--- src/rtl/dq_pkg.sv ---
`timescale 1ns / 1ps

package dq_pkg;

    localparam int QUEUE_DEPTH = 16;
    localparam int ADDR_W      = (QUEUE_DEPTH > 1) ? $clog2(QUEUE_DEPTH) : 1;
    localparam int COUNT_W     = $clog2(QUEUE_DEPTH + 1);
    localparam int DATA_W      = 32;
    localparam int OUT_COUNT_W = 5;

    typedef enum logic [1:0] {
        ACT_PUSH_FRONT = 2'd0,
        ACT_PUSH_BACK  = 2'd1,
        ACT_POP_FRONT  = 2'd2,
        ACT_POP_BACK   = 2'd3
    } t_action;

    typedef enum logic [1:0] {
        ST_OK    = 2'd0,
        ST_EMPTY = 2'd1,
        ST_FULL  = 2'd2
    } t_status;

    typedef struct packed {
        logic              wr_en;
        logic              rd_en;
        logic [ADDR_W-1:0] addr;
    } t_mem_req;

    typedef struct packed {
        logic               valid;
        logic               pop;
        t_status            status;
        logic [COUNT_W-1:0] count;
    } t_result;

endpackage

--- src/rtl/dq_ram.sv ---
`timescale 1ns / 1ps

module dq_ram #(
    parameter int WIDTH  = 32,
    parameter int DEPTH  = 16,
    parameter int ADDR_W = 4
) (
    input  logic              i_clk,
    input  logic              i_wr_en,
    input  logic              i_rd_en,
    input  logic [ADDR_W-1:0] i_addr,
    input  logic [WIDTH-1:0]  i_wdata,
    output logic [WIDTH-1:0]  o_rdata
);

    logic [WIDTH-1:0] r_mem [DEPTH];
    logic [WIDTH-1:0] r_rdata;

    always_ff @(posedge i_clk) begin
        if (i_wr_en) begin
            r_mem[i_addr] <= i_wdata;
        end
        if (i_rd_en) begin
            r_rdata <= r_mem[i_addr];
        end
    end

    assign o_rdata = r_rdata;

endmodule

--- src/rtl/dq_ctrl.sv ---
`timescale 1ns / 1ps

module dq_ctrl (
    input  logic             i_clk,
    input  logic             i_rst_n,
    input  logic             i_accept,
    input  logic [1:0]       i_action,
    output dq_pkg::t_mem_req o_mem_req,
    output dq_pkg::t_result  o_result
);

    localparam logic [dq_pkg::ADDR_W-1:0] LastAddr = dq_pkg::ADDR_W'(dq_pkg::QUEUE_DEPTH - 1);
    localparam logic [dq_pkg::COUNT_W-1:0] FullCount = dq_pkg::COUNT_W'(dq_pkg::QUEUE_DEPTH);

    logic [dq_pkg::ADDR_W-1:0]  r_front, n_front;
    logic [dq_pkg::ADDR_W-1:0]  r_back, n_back;
    logic [dq_pkg::COUNT_W-1:0] r_count, n_count;
    logic                       r_valid, n_valid;
    logic                       r_pop, n_pop;
    dq_pkg::t_status            r_status, n_status;

    logic [dq_pkg::ADDR_W-1:0] front_prev, front_next, back_prev, back_next;
    dq_pkg::t_action           act;
    logic                      is_full, is_zero;

    always_comb begin
        front_prev = (r_front == '0) ? LastAddr : r_front - 1'b1;
        front_next = (r_front == LastAddr) ? '0 : r_front + 1'b1;
        back_prev  = (r_back == '0) ? LastAddr : r_back - 1'b1;
        back_next  = (r_back == LastAddr) ? '0 : r_back + 1'b1;
        is_full    = (r_count == FullCount);
        is_zero    = (r_count == '0);
        act        = dq_pkg::t_action'(i_action);

        n_front         = r_front;
        n_back          = r_back;
        n_count         = r_count;
        n_valid         = i_accept;
        n_pop           = 1'b0;
        n_status        = dq_pkg::ST_OK;
        o_mem_req.wr_en = 1'b0;
        o_mem_req.rd_en = 1'b0;
        o_mem_req.addr  = r_back;

        if (i_accept) begin
            case (act)
                dq_pkg::ACT_PUSH_FRONT: begin
                    if (is_full) begin
                        n_status = dq_pkg::ST_FULL;
                    end else begin
                        n_front         = front_prev;
                        n_count         = r_count + 1'b1;
                        o_mem_req.wr_en = 1'b1;
                        o_mem_req.addr  = front_prev;
                    end
                end
                dq_pkg::ACT_PUSH_BACK: begin
                    if (is_full) begin
                        n_status = dq_pkg::ST_FULL;
                    end else begin
                        n_back          = back_next;
                        n_count         = r_count + 1'b1;
                        o_mem_req.wr_en = 1'b1;
                        o_mem_req.addr  = r_back;
                    end
                end
                dq_pkg::ACT_POP_FRONT: begin
                    if (is_zero) begin
                        n_status = dq_pkg::ST_EMPTY;
                    end else begin
                        n_front         = front_next;
                        n_count         = r_count - 1'b1;
                        n_pop           = 1'b1;
                        o_mem_req.rd_en = 1'b1;
                        o_mem_req.addr  = r_front;
                    end
                end
                default: begin
                    if (is_zero) begin
                        n_status = dq_pkg::ST_EMPTY;
                    end else begin
                        n_back          = back_prev;
                        n_count         = r_count - 1'b1;
                        n_pop           = 1'b1;
                        o_mem_req.rd_en = 1'b1;
                        o_mem_req.addr  = back_prev;
                    end
                end
            endcase
        end
    end

    always_ff @(posedge i_clk) begin
        if (!i_rst_n) begin
            r_front  <= '0;
            r_back   <= '0;
            r_count  <= '0;
            r_valid  <= 1'b0;
            r_pop    <= 1'b0;
            r_status <= dq_pkg::ST_OK;
        end else begin
            r_front  <= n_front;
            r_back   <= n_back;
            r_count  <= n_count;
            r_valid  <= n_valid;
            r_pop    <= n_pop;
            r_status <= n_status;
        end
    end

    assign o_result.valid  = r_valid;
    assign o_result.pop    = r_pop;
    assign o_result.status = r_status;
    assign o_result.count  = r_count;

endmodule

--- src/rtl/double_ended_queue.sv ---
`timescale 1ns / 1ps

// Bounded double-ended queue of signed 32-bit values held in a ring memory.
// A command is taken on a rising edge where i_start is high and o_busy is low.
// i_action selects push front, push back, pop front or pop back, and
// i_item_value carries the value for a push.
// Each command gives one result in the next cycle, marked by o_valid
// for a single cycle: the popped value (zero for pushes and failed pops),
// a status, the count after the command and an empty flag.
// While o_busy is low a new command may be issued in every cycle, so
// throughput is one command per clock; a result overlaps the next transfer.
// The single memory port serves either the write of a push or the read of a
// pop, and the read data register supplies the popped value directly.
// o_busy is high only while reset is applied and until r_busy clears after it.
// Reset empties the queue and clears both pointers; memory contents are left.
// The receiver cannot stall: a result must be taken in its strobe cycle.
module double_ended_queue (
    input  logic        i_clk,
    input  logic        i_rst_n,
    input  logic        i_start,
    output logic        o_busy,
    input  logic [1:0]  i_action,
    input  logic signed [31:0] i_item_value,
    output logic        o_valid,
    output logic signed [31:0] o_popped_value,
    output logic [1:0]  o_status,
    output logic [4:0]  o_item_count,
    output logic        o_is_empty
);

    logic                      r_busy;
    logic                      accept;
    dq_pkg::t_mem_req          mem_req;
    dq_pkg::t_result           result;
    logic [dq_pkg::DATA_W-1:0] rdata;
    logic [dq_pkg::COUNT_W+dq_pkg::OUT_COUNT_W-1:0] count_ext;

    always_ff @(posedge i_clk) begin
        if (!i_rst_n) begin
            r_busy <= 1'b1;
        end else begin
            r_busy <= 1'b0;
        end
    end

    assign o_busy = !i_rst_n || r_busy;
    assign accept = i_start && !o_busy;

    dq_ctrl u_ctrl (
        .i_clk     (i_clk),
        .i_rst_n   (i_rst_n),
        .i_accept  (accept),
        .i_action  (i_action),
        .o_mem_req (mem_req),
        .o_result  (result)
    );

    dq_ram #(
        .WIDTH  (dq_pkg::DATA_W),
        .DEPTH  (dq_pkg::QUEUE_DEPTH),
        .ADDR_W (dq_pkg::ADDR_W)
    ) u_ram (
        .i_clk   (i_clk),
        .i_wr_en (mem_req.wr_en),
        .i_rd_en (mem_req.rd_en),
        .i_addr  (mem_req.addr),
        .i_wdata (i_item_value),
        .o_rdata (rdata)
    );

    assign count_ext      = {{dq_pkg::OUT_COUNT_W{1'b0}}, result.count};
    assign o_valid        = result.valid;
    assign o_popped_value = result.pop ? rdata : '0;
    assign o_status       = result.status;
    assign o_item_count   = count_ext[dq_pkg::OUT_COUNT_W-1:0];
    assign o_is_empty     = (result.count == '0);

endmodule

--- config.mk ---
export PLATFORM = sky130hd
export DESIGN_NAME = double_ended_queue
export DESIGN_NICKNAME = d
export VERILOG_FILES = /design/src/rtl/dq_pkg.sv /design/src/rtl/dq_ram.sv /design/src/rtl/dq_ctrl.sv /design/src/rtl/double_ended_queue.sv
export SDC_FILE = /design/constraint.sdc
export NUM_CORES = 1
export LEC_CHECK = 0
export BUFFER_PORTS_ARGS = -buffer_cell sky130_fd_sc_hd__buf_4
export CAP_MARGIN = 30
export CORE_AREA = 5 5 302 304
export DETAILED_ROUTE_END_ITERATION = 7
export DIE_AREA = 0 0 307 309
export SLEW_MARGIN = 0
export SYNTH_ARGS = -nofsm -noshare
export SYNTH_HDL_FRONTEND = slang
export SYNTH_SLANG_ARGS = --single-unit
--- constraint.sdc ---
create_clock -name i_clk -period 7 [get_ports i_clk]
set_input_delay 1.4 -clock i_clk [delete_from_list [all_inputs] [get_ports i_clk]]
set_output_delay 1.4 -clock i_clk [all_outputs]
set_load 0.01 [all_outputs]
==> flow_summary.toml <==
[yosys]
ys.flop_type = "edfxtp_1"
yosysSeqAreaShare_pct = 76.4
async_flop_share_pct = 0
synth_compound_area_share_pct = 4.59
synth_edf_count = 544
synth_top_family_by_area = "multiplexers"
syn_nets = 1111
syn_inst = 1066
synth_warnings = 0
yosys.area_share.simple_pct = 3.15
synth_xor_area_share_pct = 0.401
synthDistinctLibCells = 49
syn_area_um2 = 21900
synth_area_per_cell_um2 = 20.5
synthMuxAreaShare_pct = 13.3
synthAdderAreaFrac_pct = 0.492
synth_seq_cells = 562

[global_route]
grt_use_total_pct = 10.7
antenna_found_initial = 3
grt_pass1_vias = 11200
grt_pass1_wl_um = 76600
grt_max_degree = 57
overflow = 0

[clocking]
post_cts_resized = 0
clk_latency_ns = 0.61
cts_buffers = 56
htreeDepth = 2
cts_setup_buffers = 0
cts-root-buf = "clkbuf_16"
clkSinkCount = 562
cts_tree = "done"
hold_buffers = 0
clockBufferDepth = 3
clkTransAtPathRegs_ns = 0.06

[sta]
setup_viol = 0
period_needed_ns = 4.69
post-route-period-util_pct = 67.0
finalHoldViolCount = 0
whs_ns = 0.535
worstMarginPinSlew_ns = 1.04
rsz0062_at_grt = "false"
slew_headroom_pct = 29.8
max_freq_mhz = 213
finalSetupTns_ns = 0
slew_viol_final = 0
clock_skew_ns = 0.0270

[drt]
first_iter_violations = 986
wirelength_um = 52000
avgViaCountPerCell = 4.49
drc = 0
vias = 10700
drtAntennaViolNets = 0
dr.pass1.iters = 5
wl_per_cell_um = 21.8

[cells_and_area]
nets = 1216
drive_above_1_share_pct = 28.4
nFillCells = 8534
syn_to_final_growth_pct = 18.0

[critical_path]
cp_max_fo = 34
worst-setup-path-type = "in -> reg"
cp-start-kind = "input pin"
crit_arrival_ns = 4.96
worst-endpoint-required_ns = 7.27
crit_path_end_kind = "flop"

[power]
swShare_pct = 21.2
p_sw_mw = 1.49
power_frac_seq_pct = 52.9
leakage_nw = 8.04
powerDensity_nw_per_um2 = 272
p_int_mw = 5.53
max-vdd-ir-drop_v = 0.000188
p_clk_share_pct = 41.6
power_frac_comb_pct = 5.5

[placed_design]
io_buffer_count = 78
gp_congestion = 0.727
dpl.hpwl_um = 29500

[run]
maxCapViolCount = 0

[floorplan]
io_pins = 79
core_area_um2 = 88000
core.rowCount = 109
die-area_um2 = 94900
start_util_pct = 24.9
die_h_um = 309
fp.dieW_um = 307

[min_path]
hold_path_class = "reg -> reg"

[status]
status = "finished clean"
cell usage in the layout (no fill, tap or decap), drive strengths merged, types with 2 or more instances in the layout:
master / count
a21o: 2
dfxtp: 18
nor3: 5
clkbuf: 71
xor2: 3
bufinv: 4
o21ba: 2
and3: 2
clkinvlp: 4
clkinv: 27
nor2: 36
mux2i: 2
ha: 7
a32oi: 2
a31oi: 3
o21ai: 15
o31ai: 6
nand2b: 5
or4: 2
nand3: 6
xnor2: 7
o221ai: 4
a31o: 2
a211oi: 7
nand3b: 3
a22oi: 64
and2: 32
o211ai: 5
nand2: 47
inv: 15
mux4: 128
buf: 106
a21oi: 19
nor4: 2
edfxtp: 544
state kept, by name, indices dropped and copies added, names as in the netlist:
name	cells
u_ram.o_rdata	32
u_ram.r_mem	512
u_ctrl.r_front	4
r_busy	1
u_ctrl.r_status	2
u_ctrl.r_valid	1
u_ctrl.r_pop	1
u_ctrl.r_back	4
u_ctrl.r_count	5
power groups by stage:
stage	registers [mW]	clock network (mW)	logic (mW)
floorplan	3.78	0	0.255
global placement	3.79	0	0.389
detailed placement	3.79	0	0.396
CTS	3.71	2.99	0.397
global route	3.71	3.14	0.425
finish	3.71	2.92	0.389
per-layer routing:
metal / vias to the layer above / routed length [µm] / GRT usage (%)
met5: - / 25 / 0
met4: 4 / 856 / 2.06
met3: 67 / 2740 / 2.38
met2: 283 / 26800 / 18.8
met1: 5717 / 21600 / 13.8
li1: 4638 / - / -
metrics by stage:
step           area, µm²  worst slack [ns]  std cells  utilization [%]  total power, mW
2_1_floorplan      21900             0.453       1066                -             4.04
6_report           25800              2.31       2385             29.3             7.02
3_3_place_gp       24000              1.65       2278             27.3             4.17
3_5_place_dp       24000              1.61       2278             27.3             4.18
5_1_grt            25800              2.09       2384             29.3             7.28
4_1_cts            25800              2.26       2384             29.3             7.10
path summary, 6_finish.rpt:
| path | startpoint | slack, ns | cells past startpoint | to |
|---|---|---|---|---|
| min | u_ctrl.r_count[3] | 0.54 | 2 | u_ctrl.r_count[3] |
| min reg2reg | u_ctrl.r_count[3] | 0.54 | 2 | u_ctrl.r_count[3] |
| max | i_rst_n | 2.31 | 10 | u_ram.r_mem[11][21] |
| max reg2reg | u_ctrl.r_count[0] | 2.49 | 9 | u_ram.o_rdata[0] |
cell usage after synthesis (8+ instances only):
master | count | area [µm²]
and2_1 | 32 | 200
clkbuf_1 | 32 | 120
inv_1 | 14 | 52.6
o21ai_0 | 15 | 75.1
dfxtp_1 | 18 | 360
buf_6 | 8 | 90.1
a21oi_1 | 19 | 95.1
a22oi_1 | 64 | 480
nor2_1 | 35 | 131
nand2_1 | 47 | 176
mux4_2 | 128 | 2880
buf_2 | 12 | 60.1
edfxtp_1 | 544 | 16300
critical path, cell delays in order:
cell	delay (ns)
buf_4	0.10
nand3b_1	0.40
clkinv_1	0.34
o31ai_1	0.12
a22o_1	0.29
a41oi_4	0.17
buf_4	0.47
nand3_1	0.46
nor2_4	0.77
buf_4	0.40
area by class of cell:
class                      count  area [µm²]  area share, %
antenna                        1        2.50        0.00970
multi-input combinational    430        4970           19.3
inverter                      15        56.3          0.218
clock inverter                35         294           1.14
sequential                   562       16700           64.7
clock buffer                  71        1500           5.81
timing repair buffer         106         821           3.18
tap                         1165        1460           5.65
logic make-up after synthesis:
logic type,Yosys count
compound gates,141
xor+xnor,10
fa+ha+maj,8
buf+inv,74
flops,562
mux,130
simple gates,141
Power figures use the tool's default switching activity.
